### config.mk
export PLATFORM = sky130hd
export DESIGN_NAME = gpd_lane
export DESIGN_NICKNAME = d
export VERILOG_FILES = /design/src/rtl/gpd_pkg.sv /design/src/rtl/gpd_lane.sv
export SDC_FILE = /design/constraint.sdc
export NUM_CORES = 1
export LEC_CHECK = 0
export BUFFER_PORTS_ARGS = -buffer_cell sky130_fd_sc_hd__buf_2
export CELL_PAD_IN_SITES_DETAIL_PLACEMENT = 1
export CELL_PAD_IN_SITES_GLOBAL_PLACEMENT = 2
export CORE_MARGIN = 2
export CORE_UTILIZATION = 25
export DETAILED_ROUTE_END_ITERATION = 6
export PLACE_DENSITY = 0.84
export SETUP_SLACK_MARGIN = 0.02
export SLEW_MARGIN = 20
export SYNTH_ARGS = -nofsm -noshare
export SYNTH_HDL_FRONTEND = slang
export SYNTH_SLANG_ARGS = --single-unit
### constraint.sdc
create_clock -name vclk -period 4.5
set_clock_uncertainty 0.05 [all_clocks]
set_input_delay 0.675 -clock vclk [all_inputs]
set_output_delay 0.675 -clock vclk [all_outputs]
set_load 0.005 [all_outputs]
### src/rtl/gpd_pkg.sv
// Shared types and constants for the gradient predictor RGB decoder.
// No dependencies; used by every module of the decoder.
package gpd_pkg;

  // One channel is a byte; a pixel carries red, green and blue.
  localparam int unsigned ChanW   = 8;
  localparam int unsigned NumChan = 3;
  localparam int unsigned CfgW    = 12;

  // Channel lane indexes inside a pixel word.
  localparam int unsigned ChRed   = 0;
  localparam int unsigned ChGreen = 1;
  localparam int unsigned ChBlue  = 2;

  // Largest channel value; predictions are clamped to this.
  localparam logic [ChanW-1:0] ChanMax = 8'hff;

  // Packed pixel: index 0 is red, 1 green, 2 blue.
  typedef logic [NumChan-1:0][ChanW-1:0] pix_t;

endpackage

### src/rtl/gpd_lane.sv
// Per-channel gradient predictor and residual adder.
// Depends on gpd_pkg for the channel width and limit.
module gpd_lane
  import gpd_pkg::*;
(
  input  logic [ChanW-1:0] up_i,
  input  logic [ChanW-1:0] left_i,
  input  logic [ChanW-1:0] upleft_i,
  input  logic [ChanW-1:0] res_i,
  input  logic             col0_i,
  output logic [ChanW-1:0] chan_o
);

  logic signed [ChanW+1:0] grad;
  logic        [ChanW-1:0] est;

  // Gradient up + left - upleft spans -255..510, so two guard bits suffice.
  assign grad = $signed({2'b00, up_i}) + $signed({2'b00, left_i})
              - $signed({2'b00, upleft_i});

  // The first column uses the pixel above alone; elsewhere clamp the gradient.
  always_comb begin
    if (col0_i) begin
      est = up_i;
    end else if (grad < 0) begin
      est = '0;
    end else if (grad > $signed({2'b00, ChanMax})) begin
      est = ChanMax;
    end else begin
      est = grad[ChanW-1:0];
    end
  end

  // The residual sum wraps modulo 256.
  assign chan_o = res_i + est;

endmodule

## Yosys cells after proc, flatten, opt, wreduce, memory -nomap -nowiden

Cells that the tools add are included.

| word-level totals | value |
|---|---|
| word-level logic and storage cells | 8 |
| register bits after elaboration | 0 |
| output and inout port bits | 8 |

| cells by class | value |
|---|---|
| magnitude comparators | 2 |
| add/subtract/negate cells | 3 |
| multiplexer cells | 3 |

Operator list:

| kind | count |
|---|---|
| 8-bit two-way mux | 3 |
| 10-bit by 9-bit > comparator with 1-bit output (second input constant) | 1 |
| 10-bit by 1-bit < comparator with 1-bit output (second input constant) | 1 |
| 9-bit by 8-bit subtractor with 10-bit output | 1 |
| 8-bit by 8-bit adder with 9-bit output | 1 |
| 8-bit adder | 1 |

## Longest topological paths before layout

Gate-level depths: netlist (run 1).

| logic depth | value |
|---|---|
| depth after elaboration | 7 |
| mapped depth | 18 |
| depth with buffers taken out | 18 |

## Least setup slack after synthesis (run 1)

Ideal clock, no wire load.

| timing path | value |
|---|---|
| path kind | input to output |
| start | in up_i[1] |
| end | out chan_o[7] |
| stages | 15 |
| setup slack | -0.284 ns |
| arrival | 4.059 ns |
| data required time | 3.775 ns |
| path buffers | 0 |
| cell sequence | fa_1 > fa_1 > a211oi_1 > nor2_1 > a21oi_2 > xor2_2 > o21ai_0 > o21ai_0 > ha_1 > a21o_1 > a21oi_1 > a21oi_1 > o22ai_1 > xnor2_1 > xnor2_1 |

| on the way | value |
|---|---|
| cells in the longest elaborated chain, start to end | 7 |

Ends and longest elaborated chain:

| item | line | RTL |
|---|---|---|
| start, declared | gpd_lane.sv:6 | `input logic [ChanW-1:0] up_i,` |
| 8-bit by 8-bit adder with 9-bit output | gpd_lane.sv:18 | `assign grad = $signed({2'b00, up_i}) + $signed({2'b00, left_i})` |
| 9-bit by 8-bit subtractor with 10-bit output | gpd_lane.sv:19 | `- $signed({2'b00, upleft_i});` |
| 10-bit by 9-bit > comparator with 1-bit output | gpd_lane.sv:27 | `end else if (grad > $signed({2'b00, ChanMax})) begin` |
| 8-bit two-way mux | gpd_lane.sv:27 |  |
| 8-bit two-way mux | gpd_lane.sv:25 | `end else if (grad < 0) begin` |
| 8-bit two-way mux (*) | gpd_lane.sv:23 | `if (col0_i) begin` |
| 8-bit adder (*) | gpd_lane.sv:35 | `assign chan_o = res_i + est;` |
| end, declared | gpd_lane.sv:11 | `output logic [ChanW-1:0] chan_o` |

Every way passes the cells marked *; elsewhere a longest branch is shown, timed or not.

## Worst setup path in the final report (run 1)

| timing path | value |
|---|---|
| start | in up_i[7] |
| end | out chan_o[6] |

| on the way | value |
|---|---|
| cells in the longest elaborated chain, start to end | 7 |

Ends and longest elaborated chain:

| item | line |
|---|---|
| 8-bit by 8-bit adder with 9-bit output (*) | gpd_lane.sv:18 |
| 9-bit by 8-bit subtractor with 10-bit output (*) | gpd_lane.sv:19 |
| 10-bit by 9-bit > comparator with 1-bit output | gpd_lane.sv:27 |
| 8-bit two-way mux | gpd_lane.sv:27 |
| 8-bit two-way mux (*) | gpd_lane.sv:25 |
| 8-bit two-way mux (*) | gpd_lane.sv:23 |
| 8-bit adder (*) | gpd_lane.sv:35 |

Marked as above.

==> results.py, run 1 <==
metrics = {
    "pwr": {
        "leakagePower_nw": 0.890,
        "p_per_area_nw_per_um2": 289,
        "peakVddDrop_v": 0.000111,
    },
    "critical_path": {
        "cp_max_fo": 6,
        "critPathBufInv": 2,
        "cp-start-kind": "primary input",
        "cpPeakStageDelay_ns": 0.61,
        "crit_arrival_ns": 4.03,
        "crit_type": "in2out",
        "crit_path_cell_trace": "buf_2 > fa_1 > ha_4 > and3_4 > a221oi_4 > o21ai_4 > o21ai_1 > o21ai_1 > ha_2 > fa_2 > a21o_1 > a21oi_2 > o21bai_1 > a21oi_2 > xnor2_2 > buf_2",
        "cp_slowest_cell": "fa_1",
        "cpLargestDelayFamily": "adder cells",
        "cp.required_ns": 3.77,
        "critPathCaptureType": "output pin",
    },
    "die": {
        "die_area_um2": 4490,
        "die_x_um": 67.0,
        "core-area_um2": 3740,
        "start_util": 0.265,
        "pin_count": 41,
        "die_h_um": 67.0,
        "fp-row-count": 22,
    },
    "cells_and_area": {
        "sequential_cell_total": 0,
        "nNetsFinal": 267,
        "n_clock_buffer": 0,
        "stdcell_area_um2": 1730,
        "nFillCells": 485,
        "area.sequential_um2": 0,
        "diodes": 0,
        "area_delta_synth_final_pct": 73.9,
        "drive_gt1_frac": 0.556,
    },
    "outcome": {
        "status": "finished with violations",
        "violations": "setup timing",
    },
    "drt": {
        "num_vias": 1189,
        "viasPerCell": 4.66,
        "drt.antenna.violating_nets": 0,
        "wl_per_cell_um": 13.8,
        "drc_errors": 0,
        "first_pass_iters": 3,
        "drt_wl_total_um": 3520,
        "drt_iter0_drc": 18,
    },
    "cts": {
        "cts_hold_buf": 0,
    },
    "grt": {
        "grt_max_degree": 17,
        "antenna_found_initial": 0,
        "grt_pass1_vias": 1279,
        "grt_pass1_wl_um": 5460,
        "track_usage": 0.154,
        "grt-ovfl-total": 0,
    },
    "sta": {
        "fmax_mhz": 210,
        "finalHoldViolCount": 0,
        "setup_violations": 3,
        "drv_slew": 0,
        "post-route-period-util": 1.06,
        "worstMarginPinSlew_ns": 0.294,
        "period_minus_slack_ns": 4.76,
        "relSlewSlack": 0.804,
        "rsz0062_at_grt": "true",
        "setup_slack_ns": -0.260,
        "holdWs_ns": 1.63,
    },
    "logic_synthesis": {
        "netlist_area_um2": 993,
        "yosys-top-cells-count": "inv_1 (25), ha_1 (16), o21ai_0 (14)",
        "yosysTopAreaCell": "ha_1",
        "ys_seq_area_frac": 0,
        "yosys_warnings": 0,
        "synth.top_cell.area_share": 0.202,
        "syn_area_per_cell_um2": 7.82,
        "yosysMostFrequentCell": "inv_1",
        "synthCells": 127,
        "synth_fp_nets": 185,
        "synth_cell_types": 30,
        "synthTopCellsByArea": "ha_1 (20%), fa_1 (18%), inv_1 (9.4%)",
    },
    "min_path": {
        "worstHoldPathType": "in2out",
    },
    "placed_design": {
        "place_ws_ns": -0.424,
        "gp_congestion": 0.693,
        "hpwl_um": 2750,
        "portBuffers": 41,
        "postPlaceCellArea_um2": 1500,
    },
    "run": {
        "cap_viol_max_count": 0,
    },
}
## power by group
| group | internal, mW | switching [mW] | leakage (nW) |
|---|---|---|---|
| combinational | 0.266 | 0.233 | 0.890 |
| sequential | 0 | 0 | 0 |
| clock | 0 | 0 | 0 |
| total | 0.266 | 0.233 | 0.890 |
## path summary, 6_finish.rpt
check / start / endpoint / slack (ns) / cells after the start
max: up_i[7] / chan_o[6] / -0.26 / 16
min: res_i[0] / chan_o[0] / 1.63 / 3
## through the flow
stage	power (mW)	cells	utilization	setup TNS, ns
2_1_floorplan	0.232	127	-	0
3_3_place_gp	0.381	245	0.399	-0.571
3_5_place_dp	0.403	245	0.399	-1.17
4_1_cts	0.459	252	0.441	-0.367
5_1_grt	0.548	255	0.462	-1.23
6_report	0.499	255	0.462	-0.464
## cell type report
class	count	area (µm²)	area share
tap	48	60.1	0.0348
multi-input combinational	101	1050	0.608
timing repair buffer	81	524	0.303
inverter	25	93.8	0.0543
## logic make-up after synthesis
kind of cell	Yosys count	synth area share
mux	1	0.0113
buf+inv	26	0.0982
xor+xnor	12	0.113
simple gates	15	0.0693
fa+ha+maj	25	0.383
compound gates	48	0.325
## repair_timing
| item | CTS | global route |
|---|---|---|
| setup buffers | 7 | 4 |
| pin swaps | 22 | 25 |
| resized for setup | 24 | 12 |
| setup endpoints to repair | 5 | 5 |
| gates cloned | 0 | 0 |
| endpoints found under the hold margin | 0 | 0 |
## layer usage
metal,share of wire,routed length (µm),track usage
met1,0.38,1330,0.164
met3,0.030,107,0.00507
met4,0.025,89,0.0204
met5,0,0,0
met2,0.57,1990,0.328
## cell usage in the layout, fill, tap and decap left out, types with 2 or more instances in the layout
cell      Yosys  final
buf_4         0     40
buf_2         0     38
inv_1        25     23
o21ai_1       1      9
nand2_1       8      8
ha_1         16      8
xnor2_1       8      6
o21ai_0      14      6
fa_1          9      6
a21oi_1       9      5
a21oi_2       2      5
a21o_1        5      5
ha_2          0      5
o21bai_1      3      3
nor2_1        4      3
xor2_1        3      3
fa_2          0      3
ha_4          0      3
buf_6         0      3
inv_2         0      2
o21a_1        2      2
a211oi_1      3      2
xnor2_2       0      2
(Power assumes the default switching activity.)
==> inputs of run 2 (changes only) <==
--- a/config.mk
+++ b/config.mk
@@ -11,7 +11,7 @@
 export CORE_MARGIN = 2
 export CORE_UTILIZATION = 25
 export DETAILED_ROUTE_END_ITERATION = 6
-export PLACE_DENSITY = 0.84
+export PLACE_DENSITY = 0.78
 export SETUP_SLACK_MARGIN = 0.02
 export SLEW_MARGIN = 20
 export SYNTH_ARGS = -nofsm -noshare
==> run 2 against run 1 <==
Against the previous run:
- the flow still finishes with violations (setup timing)
- global-route usage rose by 0.12 points
- die area did not move
- final cell count shrank 2.0%
- wire length decreased by 11%
- hold slack got worse by 0.020 ns
- first-iteration DRC count decreased by 11%
- setup slack better by 0.15 ns
- final area down 3.4%
- fmax up 3.3%
- combinational power decreased by 5.6%
- non-clock buffer count decreased by 5
- sequential share of layout area stayed put
- largest power group unchanged
==> results.py, run 2 (synthesized netlist as in run 1, its figures left out) <==
metrics = {
    "cells_and_area": {
        "multiInputGateArea_um2": 1030,
        "n_clock_buffer": 0,
        "area_delta_synth_final_pct": 68.0,
        "diodes": 0,
        "nNetsFinal": 262,
        "layout_common_cells": "buf_2 (39), buf_4 (34), inv_1 (22), o21ai_1 (12)",
        "stdcell_area_um2": 1670,
        "sequential_cell_total": 0,
        "mostFrequentLayoutCell": "buf_2",
        "area.sequential_um2": 0,
        "drive_gt1_frac": 0.545,
        "nFillCells": 471,
    },
    "sta": {
        "setup_violations": 2,
        "finalHoldViolCount": 0,
        "timing.setup.tns_ns": -0.202,
        "relSlewSlack": 0.826,
        "worstMarginPinSlew_ns": 0.261,
        "setup_slack_ns": -0.107,
        "rsz0062_at_grt": "true",
        "fmax_mhz": 217,
        "post-route-period-util": 1.02,
        "drv_slew": 0,
        "holdWs_ns": 1.61,
        "period_minus_slack_ns": 4.61,
    },
    "die": {
        "fp-row-count": 22,
        "pin_count": 41,
        "die_area_um2": 4490,
        "core-area_um2": 3740,
        "die_h_um": 67.0,
        "start_util": 0.265,
        "die_x_um": 67.0,
    },
    "critical_path": {
        "cp-start-kind": "primary input",
        "crit_type": "in2out",
        "cp.required_ns": 3.77,
        "crit_arrival_ns": 3.88,
        "critPathCaptureType": "output pin",
        "cp_max_fo": 4,
    },
    "run": {
        "cap_viol_max_count": 0,
    },
    "grt": {
        "grt_pass1_vias": 1330,
        "grt_pass1_wl_um": 5580,
        "antenna_found_initial": 0,
        "grt_max_degree": 17,
        "track_usage": 0.155,
        "grt-ovfl-total": 0,
    },
    "outcome": {
        "status": "finished with violations",
        "violations": "setup timing",
    },
    "drt": {
        "drt.antenna.violating_nets": 0,
        "first_pass_iters": 3,
        "num_vias": 1157,
        "drt_iter0_drc": 16,
        "drc_errors": 0,
        "viasPerCell": 4.63,
        "drt_wl_total_um": 3150,
        "wl_per_cell_um": 12.6,
    },
    "placed_design": {
        "postPlaceCellArea_um2": 1480,
        "hpwl_um": 2690,
        "portBuffers": 41,
        "gp_congestion": 0.716,
    },
    "cts": {
        "cts_hold_buf": 0,
    },
    "pwr": {
        "leakagePower_nw": 0.867,
        "p_per_area_nw_per_um2": 282,
        "finalPower_mw": 0.471,
        "peakVddDrop_v": 0.0000916,
    },
    "min_path": {
        "worstHoldPathType": "in2out",
    },
}
run 2: cell count changes in the layout (fill, tap and decap cells not counted), sizes merged:
cell	before	now
buf	81	76
run 2: path summary, 6_finish.rpt:
path                    start   endpoint  slack [ns]  cells after the start
setup / recovery  upleft_i[1]  chan_o[7]       -0.11                     18
hold / removal       res_i[0]  chan_o[0]        1.61                      3
run 2: critical path: stages:
cell	delay, ns
buf_6	0.07
inv_2	0.03
fa_1	0.51
fa_2	0.37
a211oi_2	0.23
nor2_1	0.10
a21oi_2	0.19
xor2_2	0.21
o21ai_1	0.08
o21ai_1	0.18
ha_1	0.25
a21o_1	0.17
a21oi_2	0.18
a21oi_2	0.10
o22ai_2	0.11
xnor2_1	0.16
xnor2_1	0.13
buf_2	0.13
run 2: timing repair:
item,CTS,global route
setup buffers,8,1
setup endpoints to repair,5,5
hold endpoints to repair,0,0
gates resized for setup,31,7
pin swaps,26,9
run 2: report_power, final:
group | switching (mW) | internal [mW]
clock network | 0 | 0
logic | 0.219 | 0.253
registers | 0 | 0
total | 0.219 | 0.253
run 2: area by class of cell:
type	count	share of cell area
inverter	25	0.0562
tap	48	0.0360
multi-input combinational	101	0.618
timing repair buffer	76	0.290
run 2: per-stage QoR:
step | util | std cells | worst slack, ns
6_report | 0.446 | 250 | -0.107
5_1_grt | 0.446 | 250 | -0.350
4_1_cts | 0.439 | 250 | -0.156
3_5_place_dp | 0.395 | 243 | -0.401
3_3_place_gp | 0.395 | 243 | -0.259
2_1_floorplan | - | 127 | 0.00652
run 2: per-layer routing:
layer  global-route usage  part of all wire
met1                0.175              0.39
met5                    0                 0
met3              0.00338             0.029
met2                0.330              0.58
met4                    0                 0
